==> config.mk <==
export PLATFORM = sky130hd
export DESIGN_NAME = mbap_stream_deframer
export DESIGN_NICKNAME = d
export VERILOG_FILES = /design/src/hdl/mbsd_pkg.sv /design/src/hdl/mbsd_cell.sv /design/src/hdl/mbsd_queue.sv /design/src/hdl/mbsd_parser.sv /design/src/hdl/mbsd_stream_deframer.sv
export SDC_FILE = /design/constraint.sdc
export NUM_CORES = 1
export LEC_CHECK = 0
export ABC_AREA = 1
export BUFFER_PORTS_ARGS = -buffer_cell sky130_fd_sc_hd__buf_4
export CAP_MARGIN = 20
export CORE_UTILIZATION = 40
export DETAILED_ROUTE_END_ITERATION = 6
export RECOVER_POWER = 100
export SLEW_MARGIN = 30
export SYNTH_ARGS = -nofsm -noshare
export SYNTH_HDL_FRONTEND = slang
export SYNTH_SLANG_ARGS = --single-unit
==> constraint.sdc <==
create_clock -name aclk -period 6.9 [get_ports aclk]
set_input_delay 1.725 -clock aclk [delete_from_list [all_inputs] [get_ports aclk]]
set_output_delay 1.725 -clock aclk [all_outputs]
set_load 0.1 [all_outputs]
==> src/hdl/mbsd_pkg.sv <==
package mbsd_pkg;

    localparam int HDR_LEN     = 7;
    localparam int FRAME_LIMIT = 260;
    localparam int Q_DEPTH     = 16;
    localparam int Q_CNT_W     = $clog2(Q_DEPTH + 1);
    localparam int HDR_IDX_W   = $clog2(HDR_LEN);
    localparam int PUSH_W      = $clog2(HDR_LEN + 1);

    localparam logic [8:0] TOTAL_CAP       = 9'(FRAME_LIMIT);
    localparam logic [8:0] MAX_TOTAL_RESET = 9'd260;

    localparam logic [0:0] OP_DATA  = 1'b0;
    localparam logic [0:0] OP_RESET = 1'b1;

    localparam logic [1:0] KIND_FRAME   = 2'd0;
    localparam logic [1:0] KIND_DISCARD = 2'd1;
    localparam logic [1:0] KIND_ABORT   = 2'd2;

    typedef struct packed {
        logic [1:0] kind;
        logic [7:0] out_byte;
        logic       frame_first;
        logic       frame_last;
        logic [8:0] frame_total;
    } result_t;

    typedef struct packed {
        logic [PUSH_W-1:0]         count;
        result_t [HDR_LEN-1:0]     res;
    } push_t;

endpackage

==> src/hdl/mbsd_cell.sv <==
module mbsd_cell (
    input  logic             aclk,
    input  logic             shift,
    input  logic             load,
    input  mbsd_pkg::result_t load_data,
    input  mbsd_pkg::result_t nbr_data,
    output mbsd_pkg::result_t q
);
    import mbsd_pkg::*;

    result_t data_reg;
    result_t data_next;

    always_comb begin
        data_next = data_reg;
        if (load) begin
            data_next = load_data;
        end else if (shift) begin
            data_next = nbr_data;
        end
    end

    always_ff @(posedge aclk) begin
        data_reg <= data_next;
    end

    assign q = data_reg;

endmodule

==> src/hdl/mbsd_queue.sv <==
module mbsd_queue (
    input  logic               aclk,
    input  logic               aresetn,
    input  mbsd_pkg::push_t    push,
    input  logic               pop,
    output logic               not_empty,
    output logic               has_room,
    output mbsd_pkg::result_t  head
);
    import mbsd_pkg::*;

    logic [Q_CNT_W-1:0] cnt_reg;
    logic [Q_CNT_W-1:0] cnt_next;
    logic [Q_CNT_W-1:0] wr_base;
    result_t            cell_q [Q_DEPTH];

    // slots free after pop are filled from wr_base upward
    assign wr_base  = cnt_reg - Q_CNT_W'(pop);
    assign cnt_next = wr_base + Q_CNT_W'(push.count);

    always_ff @(posedge aclk) begin
        if (!aresetn) begin
            cnt_reg <= '0;
        end else begin
            cnt_reg <= cnt_next;
        end
    end

    genvar j;
    generate
        for (j = 0; j < Q_DEPTH; j++) begin : g_cell
            logic [Q_CNT_W-1:0] offs;
            logic               wr;
            result_t            nbr;
            assign offs = Q_CNT_W'(j) - wr_base;
            assign wr   = offs < Q_CNT_W'(push.count);
            if (j == Q_DEPTH - 1) begin : g_top
                assign nbr = '0;
            end else begin : g_mid
                assign nbr = cell_q[j+1];
            end
            mbsd_cell u_cell (
                .aclk      (aclk),
                .shift     (pop),
                .load      (wr),
                .load_data (push.res[offs[HDR_IDX_W-1:0]]),
                .nbr_data  (nbr),
                .q         (cell_q[j])
            );
        end
    endgenerate

    assign not_empty = cnt_reg != '0;
    // a full header burst must always fit
    assign has_room  = cnt_reg <= Q_CNT_W'(Q_DEPTH - HDR_LEN);
    assign head      = cell_q[0];

endmodule

==> src/hdl/mbsd_parser.sv <==
module mbsd_parser (
    input  logic            aclk,
    input  logic            aresetn,
    input  logic            in_fire,
    input  logic            opcode,
    input  logic [7:0]      data_byte,
    input  logic [8:0]      max_total,
    output mbsd_pkg::push_t push
);
    import mbsd_pkg::*;

    logic [7:0]           win_reg  [HDR_LEN];
    logic [7:0]           win_next [HDR_LEN];
    logic [7:0]           win_new  [HDR_LEN];
    logic [2:0]           wc_reg, wc_next;
    logic                 in_frame_reg, in_frame_next;
    logic [8:0]           rem_reg, rem_next;
    logic [8:0]           total_reg, total_next;
    logic [HDR_IDX_W-1:0] idx;
    logic [8:0]           limit;
    logic [15:0]          pid, len;
    logic [16:0]          sum;
    logic [8:0]           total;
    logic                 hdr_ok;
    logic                 is_last;

    assign limit = (max_total > TOTAL_CAP) ? TOTAL_CAP : max_total;
    assign idx   = (wc_reg >= 3'(HDR_LEN)) ? HDR_IDX_W'(HDR_LEN - 1) : wc_reg[HDR_IDX_W-1:0];

    always_comb begin
        for (int i = 0; i < HDR_LEN; i++) begin
            win_new[i] = (HDR_IDX_W'(i) == idx) ? data_byte : win_reg[i];
        end
    end

    assign pid     = {win_new[2], win_new[3]};
    assign len     = {win_new[4], win_new[5]};
    assign sum     = 17'd6 + {1'b0, len};
    assign total   = sum[8:0];
    assign hdr_ok  = (pid == '0) && (len != '0) && (sum <= {8'd0, limit});
    assign is_last = rem_reg <= 9'd1;

    always_comb begin
        push          = '0;
        win_next      = win_reg;
        wc_next       = wc_reg;
        in_frame_next = in_frame_reg;
        rem_next      = rem_reg;
        total_next    = total_reg;
        if (in_fire) begin
            if (opcode == OP_RESET) begin
                if (in_frame_reg) begin
                    push.count       = PUSH_W'(1);
                    push.res[0].kind = KIND_ABORT;
                end
                for (int i = 0; i < HDR_LEN; i++) begin
                    win_next[i] = '0;
                end
                wc_next       = '0;
                in_frame_next = 1'b0;
                rem_next      = '0;
                total_next    = '0;
            end else if (in_frame_reg) begin
                push.count                = PUSH_W'(1);
                push.res[0].kind          = KIND_FRAME;
                push.res[0].out_byte      = data_byte;
                push.res[0].frame_last    = is_last;
                push.res[0].frame_total   = total_reg;
                if (is_last) begin
                    in_frame_next = 1'b0;
                    rem_next      = '0;
                    total_next    = '0;
                end else begin
                    rem_next = rem_reg - 9'd1;
                end
            end else if (32'(idx) < HDR_LEN - 1) begin
                // window still filling
                win_next = win_new;
                wc_next  = 3'(idx) + 3'd1;
            end else if (hdr_ok) begin
                push.count = PUSH_W'(HDR_LEN);
                for (int i = 0; i < HDR_LEN; i++) begin
                    push.res[i].kind        = KIND_FRAME;
                    push.res[i].out_byte    = win_new[i];
                    push.res[i].frame_first = (i == 0);
                    push.res[i].frame_last  = (i == HDR_LEN - 1) && (total == 9'(HDR_LEN));
                    push.res[i].frame_total = total;
                    win_next[i]             = '0;
                end
                wc_next = '0;
                if (total > 9'(HDR_LEN)) begin
                    in_frame_next = 1'b1;
                    rem_next      = total - 9'(HDR_LEN);
                    total_next    = total;
                end
            end else begin
                // bad header: drop oldest byte and slide
                push.count           = PUSH_W'(1);
                push.res[0].kind     = KIND_DISCARD;
                push.res[0].out_byte = win_new[0];
                for (int i = 0; i < HDR_LEN - 1; i++) begin
                    win_next[i] = win_new[i+1];
                end
                win_next[HDR_LEN-1] = '0;
                wc_next             = 3'(HDR_LEN - 1);
            end
        end
    end

    always_ff @(posedge aclk) begin
        if (!aresetn) begin
            for (int i = 0; i < HDR_LEN; i++) begin
                win_reg[i] <= '0;
            end
            wc_reg       <= '0;
            in_frame_reg <= 1'b0;
            rem_reg      <= '0;
            total_reg    <= '0;
        end else begin
            win_reg      <= win_next;
            wc_reg       <= wc_next;
            in_frame_reg <= in_frame_next;
            rem_reg      <= rem_next;
            total_reg    <= total_next;
        end
    end

endmodule

==> src/hdl/mbsd_stream_deframer.sv <==
// channel   | dir | handshake              | payload
// ----------+-----+------------------------+-------------------------------------------
// s_        | in  | s_tvalid / s_tready    | s_tdata: data_byte; s_tuser: opcode
// m_        | out | m_tvalid / m_tready    | m_tdata: out_byte, frame_first, frame_total
//           |     |                        | m_tuser: kind; m_tlast: frame_last
// cfg_      | in  | cfg_valid / cfg_ready  | cfg_data: max_total (always ready)
//
// one word is taken per cycle while s_tready is high; a completed valid header puts
// seven words into a sixteen-cell output queue at once, which drains one word per
// cycle while m_tready is high. s_tready drops only while the queue holds more than
// nine words, so with m_tready high a frame streams at one word per cycle with a
// burst at each header. results leave from the head cell register of the queue.
// aresetn is synchronous and active low; no clearing pass is needed.
module mbap_stream_deframer (
    input  logic       aclk,
    input  logic       aresetn,
    input  logic       s_tvalid,
    output logic       s_tready,
    input  logic [7:0] s_tdata,   // [7:0] data_byte
    input  logic       s_tuser,   // [0] opcode
    output logic       m_tvalid,
    input  logic       m_tready,
    output logic [23:0] m_tdata,  // [7:0] out_byte, [8] frame_first, [17:9] frame_total
    output logic [1:0] m_tuser,   // [1:0] kind
    output logic       m_tlast,
    input  logic       cfg_valid,
    output logic       cfg_ready,
    input  logic [8:0] cfg_data
);
    import mbsd_pkg::*;

    logic [8:0] max_total_reg;
    logic       in_fire;
    logic       room;
    push_t      push;
    result_t    head;

    assign cfg_ready = 1'b1;

    always_ff @(posedge aclk) begin
        if (!aresetn) begin
            max_total_reg <= MAX_TOTAL_RESET;
        end else if (cfg_valid && cfg_ready) begin
            max_total_reg <= cfg_data;
        end
    end

    assign s_tready = room;
    assign in_fire  = s_tvalid && room;

    mbsd_parser u_parser (
        .aclk      (aclk),
        .aresetn   (aresetn),
        .in_fire   (in_fire),
        .opcode    (s_tuser),
        .data_byte (s_tdata),
        .max_total (max_total_reg),
        .push      (push)
    );

    mbsd_queue u_queue (
        .aclk      (aclk),
        .aresetn   (aresetn),
        .push      (push),
        .pop       (m_tvalid && m_tready),
        .not_empty (m_tvalid),
        .has_room  (room),
        .head      (head)
    );

    assign m_tdata = {6'd0, head.frame_total, head.frame_first, head.out_byte};
    assign m_tuser = head.kind;
    assign m_tlast = head.frame_last;

endmodule
# Word-level counts from Yosys, hierarchy flattened
# Cells that the tools add are included.
# Widths: inputs -> output; s select.
dict set report word_totals {
  ff_bits 428
  input_bits 23
  out_inout_bits 30
}
dict set report classes {
  add_sub_neg 22
  order_cmp 39
  eq_ne 10
  n_mux 116
  n_reduce_logical 29
}
# cell count
set op_table {}
lappend op_table {{$bmux 21 s3} 16}
lappend op_table {{$mux 21} 48}
lappend op_table {{$mux 150} 2}
lappend op_table {{$mux 126} 2}
lappend op_table {{$mux 56} 4}
lappend op_table {{$mux 9} 14}
lappend op_table {{$mux 124} 1}
lappend op_table {{$lt 5x3->1} 16}
lappend op_table {{$lt 3x4->1 const B} 16}
lappend op_table {{$mux 8} 7}
lappend op_table {{$sub 4x5->5 const A} 8}
lappend op_table {{$reduce_bool 2->1} 16}
lappend op_table {{$mux 3} 8}
lappend op_table {{$mux 10} 2}
lappend op_table {{$sub 3x5->5 const A} 4}
lappend op_table {{$mux 19} 1}
lappend op_table {{$add 3x16->17 const A} 1}
lappend op_table {{$le 17x9->1} 1}
lappend op_table {{$logic_not 16->1} 1}
lappend op_table {{$reduce_bool 16->1} 1}
lappend op_table {{$mux 11} 1}
lappend op_table {{$sub 1x5->5 const A} 2}
lappend op_table {{$sub 2x5->5 const A} 2}
lappend op_table {{$eq 3x3->1 const A} 3}
lappend op_table {{26 further kinds} 39}

# Depth between registers and ports, before layout
dict set report depth {
  ltp_word 15
  mapped_depth 44
}

# By module
# A second synthesis with hierarchy kept.
dict set report unflattened {
  hier_cells 3882
  area_unflattened_um2 27835.4
}
# mod n_inst cells_each area_per_inst_um2 seq_area_each_um2
set by_module_without_submodules {}
lappend by_module_without_submodules {mbsd_cell 16 90 914.6 630.6}
lappend by_module_without_submodules {mbsd_queue 1 1342 6417.4 100.1}
lappend by_module_without_submodules {mbsd_parser 1 1033 6334.8 1561.5}
lappend by_module_without_submodules {mbap_stream_deframer 1 67 449.2 180.2}

# Worst setup path after synthesis
# OpenSTA, ideal clock, no wires.
dict set report synth_timing {
  path_kind {register -> register}
  from {register u_queue.cnt_reg[2]}
  to {register u_queue.g_cell[6].u_cell.data_reg, in the netlist u_queue.g_cell[6].u_cell.q[0] (enable)}
  setup_ns 0.378
  arrival_time_ns 6.628
  t_required_ns 6.522
  path_slack_ns -0.106
  path_stages_with_launch 24
  period_less_slack_ns 7.006
  path_cell_list {dfxtp_1 > nor2_1 > nand4_1 > nand2_1 > clkbuf_1 > inv_1 > ha_1 > ha_1 > clkbuf_1 > inv_1 > clkbuf_1 > buf_1 > ha_1 > inv_1 > xor2_1 > clkinv_1 > clkbuf_1 > ha_1 > a21oi_1 > nand2_1 > nor2_1 > inv_1 > clkbuf_1 > nand2_1}
}
dict set report synth_between {
  elab_chain_cells 6
  elab_cells_between_ends 9
  cone_classes {add/sub (2); order compare (2); mux (1); reduce/logical (4)}
}
# element line_no
set synth_rtl {}
lappend synth_rtl {{from (decl)} mbsd_queue.sv:12} ;# logic [Q_CNT_W-1:0] cnt_reg;
lappend synth_rtl {{from (signal assigned)} mbsd_queue.sv:25} ;# cnt_reg <= cnt_next;
lappend synth_rtl {{$reduce_bool 5->1 *} mbsd_queue.sv:53} ;# assign not_empty = cnt_reg != '0;
lappend synth_rtl {{net m_tvalid} mbsd_stream_deframer.sv:21} ;# output logic m_tvalid,
lappend synth_rtl {{$logic_and 1x1->1 *} mbsd_stream_deframer.sv:65} ;# .pop (m_tvalid && m_tready),
lappend synth_rtl {{$sub 5x1->5} mbsd_queue.sv:18} ;# assign wr_base = cnt_reg - Q_CNT_W'(pop);
lappend synth_rtl {{$sub 3x5->5} mbsd_queue.sv:35} ;# assign offs = Q_CNT_W'(j) - wr_base;
lappend synth_rtl {{$lt 5x3->1} mbsd_queue.sv:36} ;# assign wr = offs < Q_CNT_W'(push.count);
lappend synth_rtl {{$reduce_bool 2->1 (no line) *} --}
lappend synth_rtl {{to (signal assigned)} mbsd_cell.sv:24} ;# data_reg <= data_next;
lappend synth_rtl {{to (decl)} mbsd_cell.sv:11} ;# result_t data_reg;
# The timed path passes the listed nets; every way through them passes the cells marked *.
# A chain may end at the register's enable or synchronous reset.

==> flow_summary_export.csv <==
group,metric,value,unit
status,outcome,"complete, but fails checks",
status,failing_checks,"max-capacitance violations, max-slew violations",
cells_and_area,numnets_final,3293,
clock_network,clk_latency,610,ps
worst_setup_path,worstSetupStartpointType,"flop",
routing,remaining_drc_errors,0,
sta,maxSlewViolCount,64,
cells_and_area,largest_register_ffs,336,
cells_and_area,final_layout_size_suffix_gt1_share,10.4,%
die,top_level_ports,53,
global_route,grt_pass1_wl,141,mm
synthesis,syn_avg_cell_area,7.71,um2
sta,timing.slew.headroom,-114,%
clock_network,cts_tree,"done",
synthesis,synth_async_sr_flop_share,0,%
synthesis,synth_area_in_simple_gates,31.0,%
sta,finalHoldViolCount,0,
routing,vias_per_cell,5.56,
worst_setup_path,worstRegToRegCells,34,
synthesis,yosysWarningCount,0,
synthesis,syn-instance-count,3193,
clock_network,cts_num_sinks,424,
synthesis,synth_cell_type_count,48,
global_route,global_route.overflow_total,0,
clock_network,holdBufCountCts,0,
routing,wirelength,97.5,mm
sta,final.period_utilization,93.4,%
worst_setup_path,cp_slowest_cell,"sky130_fd_sc_hd__a31oi_1",
worst_setup_path,cpMostUsedCell,"sky130_fd_sc_hd__nand2_1",
sta,clock-skew-final,19.9,ps
routing,detail_route.iter0.violations,3037,
routing,final_antenna_net_count,0,
placement,buffer_ports.inserted,45,
global_route,antenna_found_initial,4,
routing,total_number_of_vias,22400,
clock_network,post_cts_resize_count,0,
die,die-height,250,um
placement,dpl.hpwl,73.7,mm
synthesis,synth_seq_cells,424,
die,floorplan.rows,90,
synthesis,synth_enable_flop_cells,336,
clock_network,cts-buffers-inserted,47,
placement,post_dp_cell_area,26100,um2
clock_network,cts_max_path_buffers,3,
global_route,grt_max_degree,64,
sta,worst_slew_pin_slew,3210,ps
sta,fmaxAchievable,155,MHz
die,die_w,250,um
cells_and_area,final_cell_area,27300,um2
placement,routabilityCongestion,1.02,
clock_network,clk_transition_reported_paths,60,ps
synthesis,synth_compound_area_share,9.77,%
global_route,via_count_of_the_first_global_routing_pass,20400,
hold_path,hold_path_depth,2,
synthesis,synth_adder_area_share,2.57,%
worst_setup_path,worst-r2r-setup-slack,450,ps
worst_setup_path,max_stage_delay,610,ps
die,total_die_area,62600,um2
sta,fin_tns_setup,0,ps
cells_and_area,count_of_antenna_diodes_in_the_layout,0,
die,initial_utilization,40.6,%
worst_setup_path,worstPathArrival,6770,ps
worst_setup_path,critical_path_peak_fanout,22,
synthesis,synth.cell_area,24600,um2
routing,drt_pre_antenna_iters,7,
clock_network,htree_levels,2,
clock_network,post-cts-setup-buffers,0,
worst_setup_path,cp.required,7220,ps
job,drv.max_cap_violation_count,1,
sta,fin_crit,6450,ps
synthesis,yosys-mux-area-fraction,0.569,%
synthesis,main_combinational_cell_family_by_area_after_synthesis,"simple AND/OR/NAND/NOR gates",
worst_setup_path,endpoint_kind,"flop",
sta,report.final.setup_viol,0,
global_route,grt.total_usage,30.9,%
synthesis,synth_seq_area_share,48.1,%
hold_path,hold_path.class,"reg -> reg",
die,fp.coreArea,60600,um2
synthesis,post_synth_xor_xnor_area,0.747,%
clock_network,clock_tree.root_cell,"sky130_fd_sc_hd__clkbuf_16",
synthesis,synth_top_flop_cell,"sky130_fd_sc_hd__edfxtp_1",
cells_and_area,area_growth,11.0,%
routing,route.detailed.wl_per_inst,24.1,um
sta,grt_setup_unrepaired,"no",
worst_setup_path,path_class,"reg -> reg",
[per-layer routing]
metal / share of wire [%] / global-route usage (%)
met5: 0 / 0
met4: 4.8 / 13.3
met3: 12 / 7.57
met2: 40 / 43.4
met1: 43 / 44.8
[cells in the final DEF, fill, tap and decap left out, types with 4 or more instances in the layout]
master	count
sky130_fd_sc_hd__a211oi_1	4
sky130_fd_sc_hd__a21oi_1	143
sky130_fd_sc_hd__a22oi_1	10
sky130_fd_sc_hd__a31oi_1	35
sky130_fd_sc_hd__a32oi_1	4
sky130_fd_sc_hd__buf_4	91
sky130_fd_sc_hd__clkbuf_1	62
sky130_fd_sc_hd__clkbuf_16	48
sky130_fd_sc_hd__clkbuf_2	13
sky130_fd_sc_hd__clkinv_1	11
sky130_fd_sc_hd__clkinv_2	13
sky130_fd_sc_hd__conb_1	7
sky130_fd_sc_hd__dfxtp_1	88
sky130_fd_sc_hd__edfxtp_1	336
sky130_fd_sc_hd__ha_1	46
sky130_fd_sc_hd__inv_1	244
sky130_fd_sc_hd__inv_2	14
sky130_fd_sc_hd__mux2i_1	14
sky130_fd_sc_hd__nand2_1	1109
sky130_fd_sc_hd__nand2_2	15
sky130_fd_sc_hd__nand3_1	341
sky130_fd_sc_hd__nand4_1	29
sky130_fd_sc_hd__nor2_1	172
sky130_fd_sc_hd__nor2_2	10
sky130_fd_sc_hd__nor3_1	25
sky130_fd_sc_hd__o211ai_1	9
sky130_fd_sc_hd__o21a_1	5
sky130_fd_sc_hd__o21ai_0	166
sky130_fd_sc_hd__o21ai_1	25
sky130_fd_sc_hd__o21ai_2	19
sky130_fd_sc_hd__or2_2	90
sky130_fd_sc_hd__xnor2_1	4
sky130_fd_sc_hd__xor2_1	15
[cells by family after synthesis]
| family | Yosys count |
|---|---|
| flops | 424 |
| buf+inv | 451 |
| other cells | 2 |
| fa+ha+maj | 50 |
| compound gates | 432 |
| simple gates | 1799 |
| mux | 14 |
| xor+xnor | 21 |
[path summary, 6_finish.rpt]
path / from / to
worst min register to register: u_parser.win_reg[4] / u_parser.win_reg[4]
worst max-delay path: u_parser.wc_reg[2] / u_queue.g_cell[13].u_cell.q[1]
worst max register to register: u_parser.wc_reg[2] / u_queue.g_cell[13].u_cell.q[1]
worst min-delay path: u_parser.win_reg[4] / u_parser.win_reg[4]
[through the flow]
step	std cells	hold slack [ps]	setup slack, ps	util (%)
final	4038	421	454	45.1
after global routing	4038	440	149	45.1
after CTS	4038	422	811	45.5
after detailed placement	3953	414	300	43.1
after global placement	3953	412	349	43.1
after floorplan	3198	405	64.8	-
[synthesized netlist by cell type (17+ instances only)]
cell / count / area share [%]
sky130_fd_sc_hd__or2_2: 90 / 2.3
sky130_fd_sc_hd__inv_1: 246 / 3.8
sky130_fd_sc_hd__clkbuf_1: 125 / 1.9
sky130_fd_sc_hd__o21ai_2: 20 / 0.71
sky130_fd_sc_hd__nand2_1: 1110 / 17
sky130_fd_sc_hd__nor3_1: 27 / 0.55
sky130_fd_sc_hd__dfxtp_1: 88 / 7.2
sky130_fd_sc_hd__buf_1: 32 / 0.49
sky130_fd_sc_hd__xor2_1: 17 / 0.60
sky130_fd_sc_hd__a21oi_1: 142 / 2.9
sky130_fd_sc_hd__nand4_1: 29 / 0.74
sky130_fd_sc_hd__o21ai_0: 158 / 3.2
sky130_fd_sc_hd__o21ai_1: 32 / 0.65
sky130_fd_sc_hd__edfxtp_1: 336 / 41
sky130_fd_sc_hd__a31oi_1: 35 / 0.89
sky130_fd_sc_hd__nor2_1: 173 / 2.6
sky130_fd_sc_hd__nand3_1: 341 / 6.9
sky130_fd_sc_hd__ha_1: 49 / 2.5
[cell type report]
cell class              count  area, um2
multi-input cells        2323      11000
clock inverters            22        228
inverters                 268       1010
fillers                  6190      33200
clock buffers              63       1280
flip-flops and latches    424      11900
repair buffers            156        947
well taps                 782        978
[critical path, delay by kind of cell, from the launching register on]
family          cells  cell delay [ps]
compound gates      4             1270
fa+ha+maj           2              710
buf+inv             7              880
flops               1              300
simple gates       21             3000
Power is left out: the tool's default activity adds up to more than one toggle a clock period on the data nets, which glitch-free logic cannot reach.
